<file path="src/rtl/wfc_queue.sv">
module wfc_queue #(
	parameter int WIDTH = 8
) (
	input  logic             clk,
	input  logic             arst_n,
	input  logic             push,
	input  logic [WIDTH-1:0] wdata,
	output logic             full,
	output logic             empty,
	input  logic             pop,
	output logic [WIDTH-1:0] rdata
);
	logic [WIDTH-1:0] data_q [2];
	logic             wr_q;
	logic             rd_q;
	logic [1:0]       cnt_q;

	assign full  = cnt_q == 2'd2;
	assign empty = cnt_q == 2'd0;
	assign rdata = data_q[rd_q];

	always_ff @(posedge clk or negedge arst_n) begin
		if (!arst_n) begin
			wr_q  <= 1'b0;
			rd_q  <= 1'b0;
			cnt_q <= '0;
		end else begin
			if (push) begin
				wr_q <= !wr_q;
			end
			if (pop) begin
				rd_q <= !rd_q;
			end
			cnt_q <= cnt_q + 2'(push) - 2'(pop);
		end
	end

	always_ff @(posedge clk) begin
		if (push) begin
			data_q[wr_q] <= wdata;
		end
	end
endmodule

</file>
<file path="config.mk">
export PLATFORM = sky130hd
export DESIGN_NAME = wfc_queue
export DESIGN_NICKNAME = d
export VERILOG_FILES = /design/src/rtl/wfc_queue.sv
export SDC_FILE = /design/constraint.sdc
export NUM_CORES = 1
export LEC_CHECK = 0
export ABC_AREA = 0
export BUFFER_PORTS_ARGS = -buffer_cell sky130_fd_sc_hd__buf_2
export CAP_MARGIN = 10
export CORE_MARGIN = 2
export CORE_UTILIZATION = 53
export CTS_CLUSTER_SIZE = 14
export DETAILED_ROUTE_END_ITERATION = 7
export PLACE_DENSITY = 0.81
export RECOVER_POWER = 25
export SYNTH_ARGS = -nofsm -noshare
export SYNTH_HDL_FRONTEND = slang
export SYNTH_SLANG_ARGS = --single-unit
</file>
<file path="constraint.sdc">
create_clock -name clk -period 3.65 [get_ports clk]
set_input_delay 0.5475 -clock clk [delete_from_list [all_inputs] [get_ports clk]]
set_output_delay 0.5475 -clock clk [all_outputs]
set_load 0.1 [all_outputs]
</file>
# [Yosys cells after proc, flatten, opt, wreduce, memory -nomap -nowiden]
# Memories as Yosys holds them, arrays and structs flattened.
# Cells that the tools add are included.
[word_totals] mem_count=1 output_inout_bits=10 input_bits=12 ramBits=16 reg_bits=4 wordCells=12
[op_classes] n_eq_ne=1 addsub=2 mux=2 reduce_logical=3
[mem_list] name="data_q" depth=2 width=8 rd=1 rd_ports_with_merged_regs=0 write_ports=1 line_no="13" rtl="logic [WIDTH-1:0] data_q [2];"
[ops] cell="$add 2x1->2" count=1
[ops] cell="$eq 2x2->1 const B" count=1
[ops] cell="$logic_not 1->1" count=2
[ops] cell="$logic_not 2->1" count=1
[ops] cell="$mux 1" count=2
[ops] cell="$sub 2x1->2" count=1

# [Depth between registers and ports, before layout]
[logic_depth] depth_word=2 mapped_depth=5 mapped_depth_nobuf=5

# [Worst setup path before layout]
# No wires, ideal clock.
[synth_path] kind="register to output" startpoint="reg cnt_q[1]" endpoint="out full" path_buffers=0 t_arrival_ns=1.722 slack_ns=1.380 t_required_ns=3.102 path_stages_with_launch=2 path_cell_list="dfrtp_1 nor2b_1"
[synth_via] elab_chain_cells=1
[synth_rtl] item="start: declaration" line_no="16" rtl="logic [1:0] cnt_q;"
[synth_rtl] item="start signal: assignment" line_no="34" rtl="cnt_q <= cnt_q + 2'(push) - 2'(pop);"
[synth_rtl] item="$eq 2x2->1" line_no="18" rtl="assign full = cnt_q == 2'd2;"
[synth_rtl] item="end: declaration" line_no="8" rtl="output logic full,"
# No other way between the ends.

# [Worst setup path after layout]
[layout_path] startpoint="reg rd_q" endpoint="out rdata[1]"
[layout_via] elab_chain_cells=1
[layout_rtl] item="start: declaration" line_no="15" rtl="logic rd_q;"
[layout_rtl] item="start signal: assignment" line_no="32" rtl="rd_q <= !rd_q;"
[layout_rtl] item="$mem_v2 2x8"
[layout_rtl] item="end: declaration" line_no="11" rtl="output logic [WIDTH-1:0] rdata"
# No other way between the ends.

==> tab_implementation.tex <==
\begin{tabular}{lr}
\hline
Metric & Value \\
\hline
\multicolumn{2}{l}{\textbf{Timing}} \\
Summed negative setup slack over all endpoints & 0 ns \\
Max-slew headroom at the worst pin & 0.522 \\
Final Hold Viols & 0 \\
Unrepaired setup endpoints after global routing & no \\
Fin crit period & 2.18 ns \\
Period utilisation layout & 0.599 \\
Clock skew after layout & 0.00331 ns \\
Final count of pins violating max slew & 0 \\
Maximum clock frequency & between 400 and 500 MHz \\
Total of endpoints with negative setup slack in the final report & 0 \\
Slew at the pin closest to its max-slew limit & 0.715 ns \\
\multicolumn{2}{l}{\textbf{Die}} \\
Initial standard-cell utilization of the core & 0.549 \\
Die Y & 43.1 um \\
Horizontal die dimension & $\sim$43 um \\
Top Ports & 22 \\
Number of standard-cell rows in the floorplan & 14 \\
Die Outline Area & around 1900 sq um \\
Core box area & 1470 sq um \\
\multicolumn{2}{l}{\textbf{Global route}} \\
Global route overflow & 0 \\
Number of antenna violations at the first check in global routing & 0 \\
Wire length of the first global-routing pass & 1750 um \\
Largest net degree at the start of global routing & 12 \\
Number of global-route vias before repair & 413 \\
Overall Global Routing Usage & 0.140 \\
\multicolumn{2}{l}{\textbf{Clock tree}} \\
Clock tree from TritonCTS & yes \\
Total clock buffers created by CTS & 3 \\
Insertion delay of the later-clocked pin in the worst-skew pair & 0.29 ns \\
Post-CTS Resized & 0 \\
Clock buffer depth & 2 \\
Clock transition at the register clock pins on the worst setup and hold paths after CTS & roughly 0.10 ns \\
Hold-fix buffers at CTS & 0 \\
Buffer type at the clock tree root & clkbuf\_4 \\
Clk sink count & 20 \\
H-tree depth & 1 \\
Setup Buffers After CTS & 0 \\
\multicolumn{2}{l}{\textbf{Finish}} \\
Most common cell after layout, fill and taps aside & buf\_2 \\
Layout cell share with drive strength beyond 1 & 0.469 \\
Post-route cell area & 946 sq um \\
Commonest cells after routing, fill and taps aside & 19 x buf\_2, 16 x edfxtp\_1, 8 x mux2\_4 \\
Nets & 79 \\
Area Growth Syn to Fin & 17.0\% \\
Post-layout instance count excluding filler cells & 80 \\
Antenna fix cells & 0 \\
\multicolumn{2}{l}{\textbf{Setup path}} \\
Worst Setup End Kind & output pin \\
Type of the worst setup path & reg2out \\
Kind of launch point of the worst setup path & flip-flop \\
Worst Path Arrival & between 1.5 and 2 ns \\
Required time at the endpoint of the critical path & between 3 and 4 ns \\
Worst Path Max Fanout & 9 \\
\multicolumn{2}{l}{\textbf{Detailed routing}} \\
Average detailed-routed wire length per instance & 14.1 um \\
First-pass detailed-route iteration total & 2 \\
Number of nets with antenna violations after routing & 0 \\
Number of DRC violations after detailed routing & 0 \\
Total vias in the final route & 409 \\
Detailed Route WL & $\sim$1100 um \\
Detailed router's first-iteration violation count & 4 \\
Via-per-instance ratio & 5.11 \\
\multicolumn{2}{l}{\textbf{Placement}} \\
RD Place Congestion & 0.650 \\
Cell Area, Placed & 922 sq um \\
Dpl cells & 76 \\
Detailed placer's ending HPWL & 869 um \\
Number of buffer cells added on primary ports & 21 \\
\multicolumn{2}{l}{\textbf{Yosys}} \\
Library cells used by synthesis & 11 \\
Syn Area/Cell & between 20 and 25 sq um \\
Proportion of synthesized chip area in sequential cells & 0.718 \\
Mapped Cells & 40 \\
Number of nets in the synthesized netlist & 54 \\
Count of yosys warnings during synthesis & 0 \\
Mapped Area & about 810 sq um \\
Synth Register Bits & 20 \\
\multicolumn{2}{l}{\textbf{Flow run}} \\
Max-capacitance violation count & 0 \\
\multicolumn{2}{l}{\textbf{Hold path}} \\
Min-Delay Path Class & in2async \\
\multicolumn{2}{l}{\textbf{Status}} \\
Run status & finished, final reports clean \\
\hline
\end{tabular}
[metrics by stage]
step / worst slack, ns / hold WS (ns) / utilization
6_report: 1.47 / 0.0553 / 0.643
5_1_grt: 1.39 / 0.0655 / 0.643
4_1_cts: 1.46 / 0.0300 / 0.645
3_5_place_dp: 1.80 / 0.355 / 0.627
3_3_place_gp: 1.82 / 0.357 / 0.627
2_1_floorplan: 1.38 / 0.252 / -
[routing by layer]
| metal | GRT usage | wire length, um |
|---|---|---|
| met5 | 0 | 0 |
| met4 | 0.0909 | 12 |
| met3 | 0.0255 | 46 |
| met2 | 0.261 | 639 |
| met1 | 0.139 | 431 |
[worst max-delay path, cell delays in order (launching register included)]
cell and delay [ns]:
dfrtp_1 0.68, mux2_4 0.25, buf_2 0.41
[cell usage after synthesis]
master    instances  area share
nor2_1            1      0.0046
inv_1             2      0.0093
mux2_4            8        0.15
buf_6             1       0.014
nor2b_1           2       0.015
ha_1              2       0.031
xor2_1            2       0.022
edfxtp_1         16        0.59
and2_1            1      0.0077
dfrtp_1           4        0.12
xor3_1            1       0.029
[layout make-up]
| cell class | instances | area (sq um) |
|---|---|---|
| sequential | 20 | 581 |
| fill | 117 | 526 |
| multi-input combinational | 17 | 209 |
| timing repair buffer | 21 | 103 |
| clock buffer | 4 | 26.3 |
| tap | 16 | 20.0 |
| inverter | 2 | 7.51 |
[logic make-up (layout without fill, tap and decap cells)]
| group | after synthesis | after routing | synth area share |
|---|---|---|---|
| DFF | 20 | 20 | 0.718 |
| muxes | 8 | 8 | 0.149 |
| and+or+nand+nor | 4 | 4 | 0.0279 |
| xor gates and xnor gates | 3 | 3 | 0.0511 |
| buffers and inverters | 3 | 27 | 0.0232 |
| adders and majority gates | 2 | 2 | 0.0310 |
[registers in the layout, indices dropped and copies added, names as in the netlist]
name    flops
cnt_q       2
data_q     16
rd_q        1
wr_q        1
[path summary, 6_finish.rpt]
check                              startpoint                endpoint  slack [ns]  cells past startpoint
hold reg to reg              wr_q$_DFFE_PN0P_        wr_q$_DFFE_PN0P_        0.50                      1
hold / removal                         arst_n      cnt_q[0]$_DFF_PN0_        0.06                      1
max in group asynchronous              arst_n        rd_q$_DFFE_PN0P_        3.42                      1
setup / recovery             rd_q$_DFFE_PN0P_                rdata[1]        1.47                      2
setup reg to reg           cnt_q[0]$_DFF_PN0_      cnt_q[1]$_DFF_PN0_        2.25                      5
min in group clk                     wdata[6]  data_q[0][6]$_DFFE_PP_        0.43                      1
Power is not shown: default switching activity piles up to over one toggle a cycle in this logic, so the estimate is an artifact.
