`src/rtl/wfc_pkg.sv`:
```
package wfc_pkg;

	localparam int TEXT_BITS  = 8;
	localparam int LEN_BITS   = 4;
	localparam int SLOT_BITS  = 9;
	localparam int COUNT_OUT  = 16;

	typedef struct packed {
		logic [SLOT_BITS-1:0] slot;
		logic [COUNT_OUT-1:0] count;
		logic                 is_new;
		logic                 table_full;
		logic                 truncated;
	} result_t;

	typedef struct packed {
		logic push;
		logic full;
	} queue_ctl_t;

	function automatic logic is_delim(input logic [TEXT_BITS-1:0] c);
		logic d;
		case (c)
			8'h20, 8'h0a, 8'h22, 8'h2e, 8'h2c, 8'h3b,
			8'h3a, 8'h21, 8'h3f, 8'h28, 8'h29: d = 1'b1;
			default: d = 1'b0;
		endcase
		return d;
	endfunction

endpackage

```
`src/rtl/wfc_byte_if.sv`:
```
interface wfc_byte_if;
	logic                            valid;
	logic                            ready;
	logic [wfc_pkg::TEXT_BITS-1:0]   text_byte;
	logic                            end_of_text;

	modport source (output valid, output text_byte, output end_of_text, input ready);
	modport sink (input valid, input text_byte, input end_of_text, output ready);
endinterface

```
`src/rtl/wfc_front.sv`:
```
module wfc_front #(
	parameter int WORD_CHARS = 11
) (
	input  logic                                       clk,
	input  logic                                       arst_n,
	wfc_byte_if.sink                                   in,
	input  wfc_pkg::queue_ctl_t                        q_in,
	output wfc_pkg::queue_ctl_t                        q_out,
	output logic [WORD_CHARS*wfc_pkg::TEXT_BITS+wfc_pkg::LEN_BITS:0] word
);
	localparam int CW = WORD_CHARS * wfc_pkg::TEXT_BITS;
	localparam logic [wfc_pkg::LEN_BITS-1:0] WC = wfc_pkg::LEN_BITS'(WORD_CHARS);

	logic [CW-1:0]                 chars_q;
	logic [wfc_pkg::LEN_BITS-1:0]  len_q;
	logic                          cut_q;
	logic [CW-1:0]                 chars_n;
	logic [wfc_pkg::LEN_BITS-1:0]  len_n;
	logic                          cut_n;
	logic                          take;
	logic                          delim;
	logic                          push;

	assign in.ready = !q_in.full;
	assign take     = in.valid && in.ready;
	assign delim    = wfc_pkg::is_delim(in.text_byte);

	always_comb begin
		chars_n = chars_q;
		len_n   = len_q;
		cut_n   = cut_q;
		if (len_q < WC) begin
			len_n = len_q + 1'b1;
		end else begin
			cut_n = 1'b1;
		end
		for (int i = 0; i < WORD_CHARS; i++) begin
			if (len_q == wfc_pkg::LEN_BITS'(i)) begin
				chars_n[i*wfc_pkg::TEXT_BITS +: wfc_pkg::TEXT_BITS] = in.text_byte;
			end
		end
	end

	always_comb begin
		push = 1'b0;
		word = {cut_n, len_n, chars_n};
		if (take) begin
			if (delim) begin
				push = len_q != '0;
				word = {cut_q, len_q, chars_q};
			end else begin
				push = in.end_of_text;
			end
		end
	end

	assign q_out.push = push;
	assign q_out.full = 1'b0;

	always_ff @(posedge clk or negedge arst_n) begin
		if (!arst_n) begin
			len_q <= '0;
			cut_q <= 1'b0;
		end else if (take) begin
			if (push || delim) begin
				len_q <= '0;
				cut_q <= 1'b0;
			end else begin
				len_q <= len_n;
				cut_q <= cut_n;
			end
		end
	end

	always_ff @(posedge clk) begin
		if (take && !delim) begin
			chars_q <= chars_n;
		end
	end
endmodule

```
`src/flat_wrapper.sv`:
```
// flat-port wrapper written by rule: the top's interface ports become plain ports
module wfc_front_flat 
#(
	parameter int WORD_CHARS = 11
)
  (clk, arst_n, q_in, q_out, word, in_valid, in_text_byte, in_end_of_text, in_ready);
  wfc_byte_if in_i ();
  input  logic clk;
  input  logic arst_n;
  input  wfc_pkg::queue_ctl_t q_in;
  output wfc_pkg::queue_ctl_t q_out;
  output logic [WORD_CHARS*wfc_pkg::TEXT_BITS+wfc_pkg::LEN_BITS:0] word;
  input wire logic [$bits(in_i.valid)-1:0] in_valid;
  input wire logic [$bits(in_i.text_byte)-1:0] in_text_byte;
  input wire logic [$bits(in_i.end_of_text)-1:0] in_end_of_text;
  output wire logic [$bits(in_i.ready)-1:0] in_ready;
  assign in_i.valid = in_valid;
  assign in_i.text_byte = in_text_byte;
  assign in_i.end_of_text = in_end_of_text;
  assign in_ready = in_i.ready;
  wfc_front #(.WORD_CHARS(WORD_CHARS)) u_core (.clk(clk), .arst_n(arst_n), .in(in_i), .q_in(q_in), .q_out(q_out), .word(word));
endmodule
```
`config.mk`:
```
export PLATFORM = sky130hd
export DESIGN_NAME = wfc_front_flat
export DESIGN_NICKNAME = d
export VERILOG_FILES = /design/src/rtl/wfc_pkg.sv /design/src/rtl/wfc_byte_if.sv /design/src/rtl/wfc_front.sv /design/src/flat_wrapper.sv
export SDC_FILE = /design/constraint.sdc
export NUM_CORES = 1
export LEC_CHECK = 0
export ABC_CLOCK_PERIOD_IN_PS = 2400
export BUFFER_PORTS_ARGS = -buffer_cell sky130_fd_sc_hd__buf_2
export CAP_MARGIN = 20
export CORE_AREA = 2 2 100 102
export CTS_BUF_LIST = sky130_fd_sc_hd__clkbuf_4 sky130_fd_sc_hd__clkbuf_8
export DETAILED_ROUTE_END_ITERATION = 10
export DIE_AREA = 0 0 102 104
export GPL_ROUTABILITY_DRIVEN = 0
export PLACE_DENSITY_LB_ADDON = 0.05
export SLEW_MARGIN = 20
export SYNTH_ARGS = -nofsm -noshare
export SYNTH_HDL_FRONTEND = slang
export SYNTH_SLANG_ARGS = --single-unit
```
`constraint.sdc`:
```
create_clock -name clk -period 2.4 [get_ports clk]
set_input_delay 0.12 -clock clk [delete_from_list [all_inputs] [get_ports clk]]
set_output_delay 0.12 -clock clk [all_outputs]
set_load 0.1 [all_outputs]
```
After elaboration in Yosys (flattened, before gate mapping)
Cells that the tools add are included.
- input port bits: 14
- flip-flop bits (word level): 93
- add/sub/neg operators: 1
- equal/unequal tests: 21
- muxes and demuxes: 20
- order comparisons: 1
- reductions and logical operators: 8
- operator list (operator ; number):
    $mux 93 ; 2
    $mux 8 ; 11
    $eq 8x6->1 const B ; 10
    $eq 4x3->1 const B ; 4
    $eq 4x4->1 const B ; 3
    $reduce_or 11->1 ; 1
    $eq 4x2->1 const B ; 2
    $eq 8x4->1 const B ; 1
    $mux 4 ; 2
    $mux 1 ; 5
    $add 4x1->4 const B ; 1
    $eq 4x1->1 const B ; 1
    $logic_not 4->1 ; 1
    $lt 4x4->1 const B ; 1
    $reduce_bool 4->1 ; 1
    $logic_and 1x1->1 ; 2
    $logic_not 1->1 ; 2
    $logic_or 1x1->1 ; 1

Depth between registers and ports, before layout
- depth in word-level cells: 7
- mapped depth: 8
- mapped depth without buffers: 6

Worst setup path before layout
Ideal clock, no wire load.
- path kind: input -> register
- start point: input in_text_byte[5]
- end point: register u_core.chars_q[0] (enable)
- stages: 6
- path slack: -2879 ps
- arrival: 4744 ps
- data required time: 1865 ps
- cell sequence: inv_2 > o311a_1 > o211a_1 > buf_6 > buf_2 > nor2_1
- cells in the longest elaborated chain, start to end: 5
- elaborated cells between the ends (all ways): 15
- those cells by class: eq/ne (11); mux (1); reduce/logical (3)
- RTL lines (what ; line ; RTL):
    start: declaration ; flat_wrapper.sv:14 ; input wire logic [$bits(in_i.text_byte)-1:0] in_text_byte;
    $eq 8x6->1 or $eq 8x4->1 (tied branches) ; wfc_pkg.sv:23 ; case (c)
    $reduce_or 11->1 (*) ; wfc_pkg.sv:23 ;
    $mux 1 (*) ; wfc_pkg.sv:23 ;
    $logic_not 1->1 (*) ; wfc_front.sv:76 ; if (take && !delim) begin
    $logic_and 1x1->1 (*) ; wfc_front.sv:76 ;
    end signal: assignment ; wfc_front.sv:77 ; chars_q <= chars_n;
    end: declaration ; wfc_front.sv:14 ; logic [CW-1:0] chars_q;
Every way passes the cells marked *; elsewhere a longest branch is shown, timed or not.
A chain may end at the register's enable or synchronous reset.

Worst setup path after layout
- start point: register u_core.len_q[0] (netlist name)
- end point: output word[53] (netlist name)
- cells in the longest elaborated chain, start to end: 4
- RTL lines (what ; line ; RTL):
    start: declaration ; wfc_front.sv:15 ; logic [wfc_pkg::LEN_BITS-1:0] len_q;
    start signal: assignment ; wfc_front.sv:69 ; len_q <= len_n;
    $eq 4x3->1 (*) ; wfc_front.sv:38 ; if (len_q == wfc_pkg::LEN_BITS'(i)) begin
    $mux 8 (*) ; wfc_front.sv:38 ;
    $mux 93 ; wfc_front.sv:48 ; if (delim) begin
    $mux 93 (*) ; wfc_front.sv:47 ; if (take) begin
    end: declaration ; flat_wrapper.sv:12 ; output logic [WORD_CHARS*wfc_pkg::TEXT_BITS+wfc_pkg::LEN_BITS:0] word;
Marked as above.

==> results.yml <==
timing:
  holdWs_ps: 108.8
  grt_setup_unrepaired: "yes"
  final.setup.worst_slack_ps: -16.62
  period_share_pct: 100.7
  setup_viol_count_final: 7
  hold_viol: 0
  relSlewSlack_pct: 66.67
  skew_ps: 11.03
  tightest_slew_ps: 495.4
  post-route-min-period_ps: 2417
  slew_viol_final: 0
  fmax_ghz: 0.4138
clock_tree:
  cts_tree: "done"
  clkSinkCount: 93
  clk_latency_ps: 370
  cts_max_path_buffers: 2
  htreeDepth: 3
  cts_root_buf: "clkbuf_8"
  path_clk_slew_ps: 100
  cts_buffers: 9
placed_design:
  place_inst: 632
  io_buffers: 107
  hpwlAfterDp_um: 9353
die:
  fp.dieW_um: 102
  start_util_pct: 55.83
  io_pins: 110
  core-area_sq_um: 9549
  dieHeight_um: 104
  num_rows: 36
  die-area_sq_um: 10610
flow_run:
  drv_cap: 0
setup_path:
  startpoint_type: "register"
  crit_path_max_fanout: 6
  critPathBufInv: 2
  critical_path_arrival_ps: 2300
  crit_type: "reg -> out"
  cp-end-kind: "output pin"
  cp_top_family: "flip-flops"
  slowest_delay_ps: 450
  required_ps: 2280
  crit_chain: "inv_1, ha_1, nand2_2, a21oi_4, mux2_2, buf_12"
  cp_slowest_cell: "dfrtp_2"
grt:
  grt.overflow.total: 0
  grt_pass1_wl_um: 21540
  grt_pass1_vias: 4018
  antenna_found_initial: 0
  grt_max_degree: 53
  grtUsageTotal_pct: 26.33
synthesis:
  yosysSeqAreaShare_pct: 51.91
  synthTopCellsByArea: "edfxtp_1 (50%), mux2_2 (26%), nand2_1 (3.6%)"
  synth.avg_cell_area_sq_um: 13.26
  synth_top_area_share_pct: 49.57
  yosysTopAreaCell: "edfxtp_1"
  syn_inst: 402
  syn_area_sq_um: 5331
  syn_nets: 420
  ys_types: 35
  synth_warnings: 0
  ys_ff_latch: 93
cells_and_area:
  layout_common_cells: "mux2_2 (123), buf_12 (97), edfxtp_1 (88)"
  final_common_cell: "mux2_2"
  diodes: 0
  nNetsFinal: 533
  syn_to_final_growth_pct: 46.54
  drive_gt1_share_pct: 61.66
  post-route-util_pct: 81.81
  fin_cells: 652
route:
  viasPerCell: 5.945
  firstDrtPassIters: 8
  vias: 3876
  wl_per_cell_um: 20.97
  wl_um: 13670
  drtIter0Drc: 251
  postRouteAntennaNets: 0
  drc: 0
power:
  power.density_nw_per_um2: 688.6
  irDropWorstVdd_uv: 498.2
  power.leakage_nw: 3.076
outcome:
  violations: "negative setup slack"
  outcome: "complete, but fails checks"
min_path:
  min_path_type: "in -> async"
sequential cells by signal (all words and copies together) (netlist names):
| signal | flops |
|---|---|
| u_core.len_q | 4 |
| u_core.chars_q | 88 |
| u_core.cut_q | 1 |
synth_stat cells:
master	n
a211oi_2	1
a21o_1	1
a21oi_1	1
a21oi_4	4
a22o_1	2
a31o_2	16
a41o_1	2
and2_1	2
buf_2	10
buf_4	3
buf_6	3
clkbuf_1	15
clkbuf_2	1
conb_1	1
dfrtp_1	5
edfxtp_1	88
ha_1	4
inv_1	5
inv_2	1
mux2_1	15
mux2_2	121
nand2_1	51
nand2_2	4
nand3_2	2
nor2_1	3
nor2b_1	6
nor3_1	2
nor4_1	1
o2111ai_4	1
o211a_1	1
o21a_1	1
o21ai_0	24
o311a_1	1
o31ai_1	2
xnor2_1	2
kinds of logic after synthesis:
| logic type | Yosys count | share of synthesized area, % |
|---|---|---|
| compound gates | 57 | 8.566 |
| xor+xnor | 2 | 0.3286 |
| fa+ha+maj | 4 | 0.9388 |
| buf+inv | 38 | 3.567 |
| flops | 93 | 51.91 |
| mux | 136 | 28.73 |
| other cells | 1 | 0.07034 |
| simple gates | 71 | 5.891 |
stage by stage:
stage	total power [W]	setup TNS [ps]	area [sq um]	setup slack, ps
floorplan	0.003506	-33050	5379	-375.6
global placement	0.004262	0	7523	207.8
detailed placement	0.004304	0	7523	120.2
CTS	0.005358	-198.1	7776	-33.68
global route	0.005528	-1880	7812	-92.66
finish	0.005380	-84.49	7812	-16.62
repair_timing:
action,in CTS,in global routing
hold buffers,1,0
gates resized for setup,13,11
pin swaps,0,0
endpoints found under the setup margin,66,53
hold endpoints to repair,5,0
setup buffers,4,0
cell type report:
cell class | count | area (sq um)
sequential | 93 | 2771
multi-input combinational | 271 | 2471
timing repair buffer | 134 | 2193
fill | 517 | 1737
tap | 133 | 166.4
clock buffer | 9 | 123.9
clock inverter | 6 | 63.81
inverter | 6 | 22.52
power by group:
| group | switching, W | internal (W) |
|---|---|---|
| logic | 0.00154 | 0.000829 |
| clock network | 0.000579 | 0.000476 |
| registers | 0.0000565 | 0.00190 |
| total | 0.00218 | 0.00320 |
path summary, 6_finish.rpt:
path	start	to	slack [ps]	cells after the start
max	u_core.len_q[0]$_DFFE_PN0P_	word[53]	-20	6
min	arst_n	u_core.len_q[1]$_DFFE_PN0P_	110	2
max reg2reg	u_core.len_q[1]$_DFFE_PN0P_	u_core.chars_q[24]$_DFFE_PP_	560	5
min reg2reg	u_core.cut_q$_DFFE_PN0P_	u_core.cut_q$_DFFE_PN0P_	520	1
max in group asynchronous	arst_n	u_core.len_q[0]$_DFFE_PN0P_	2130	2
min in group clk	in_end_of_text	u_core.len_q[2]$_DFFE_PN0P_	180	3
metal layers:
layer  vias up  global-route usage [%]  wire [um]
li1       1735                       -          -
met1      1959                   36.84       5711
met2       158                   41.59       6813
met3        24                   3.831        851
met4         0                   9.810        297
met5         -                       0          0
Note: power is estimated with default switching activity, not from simulation.
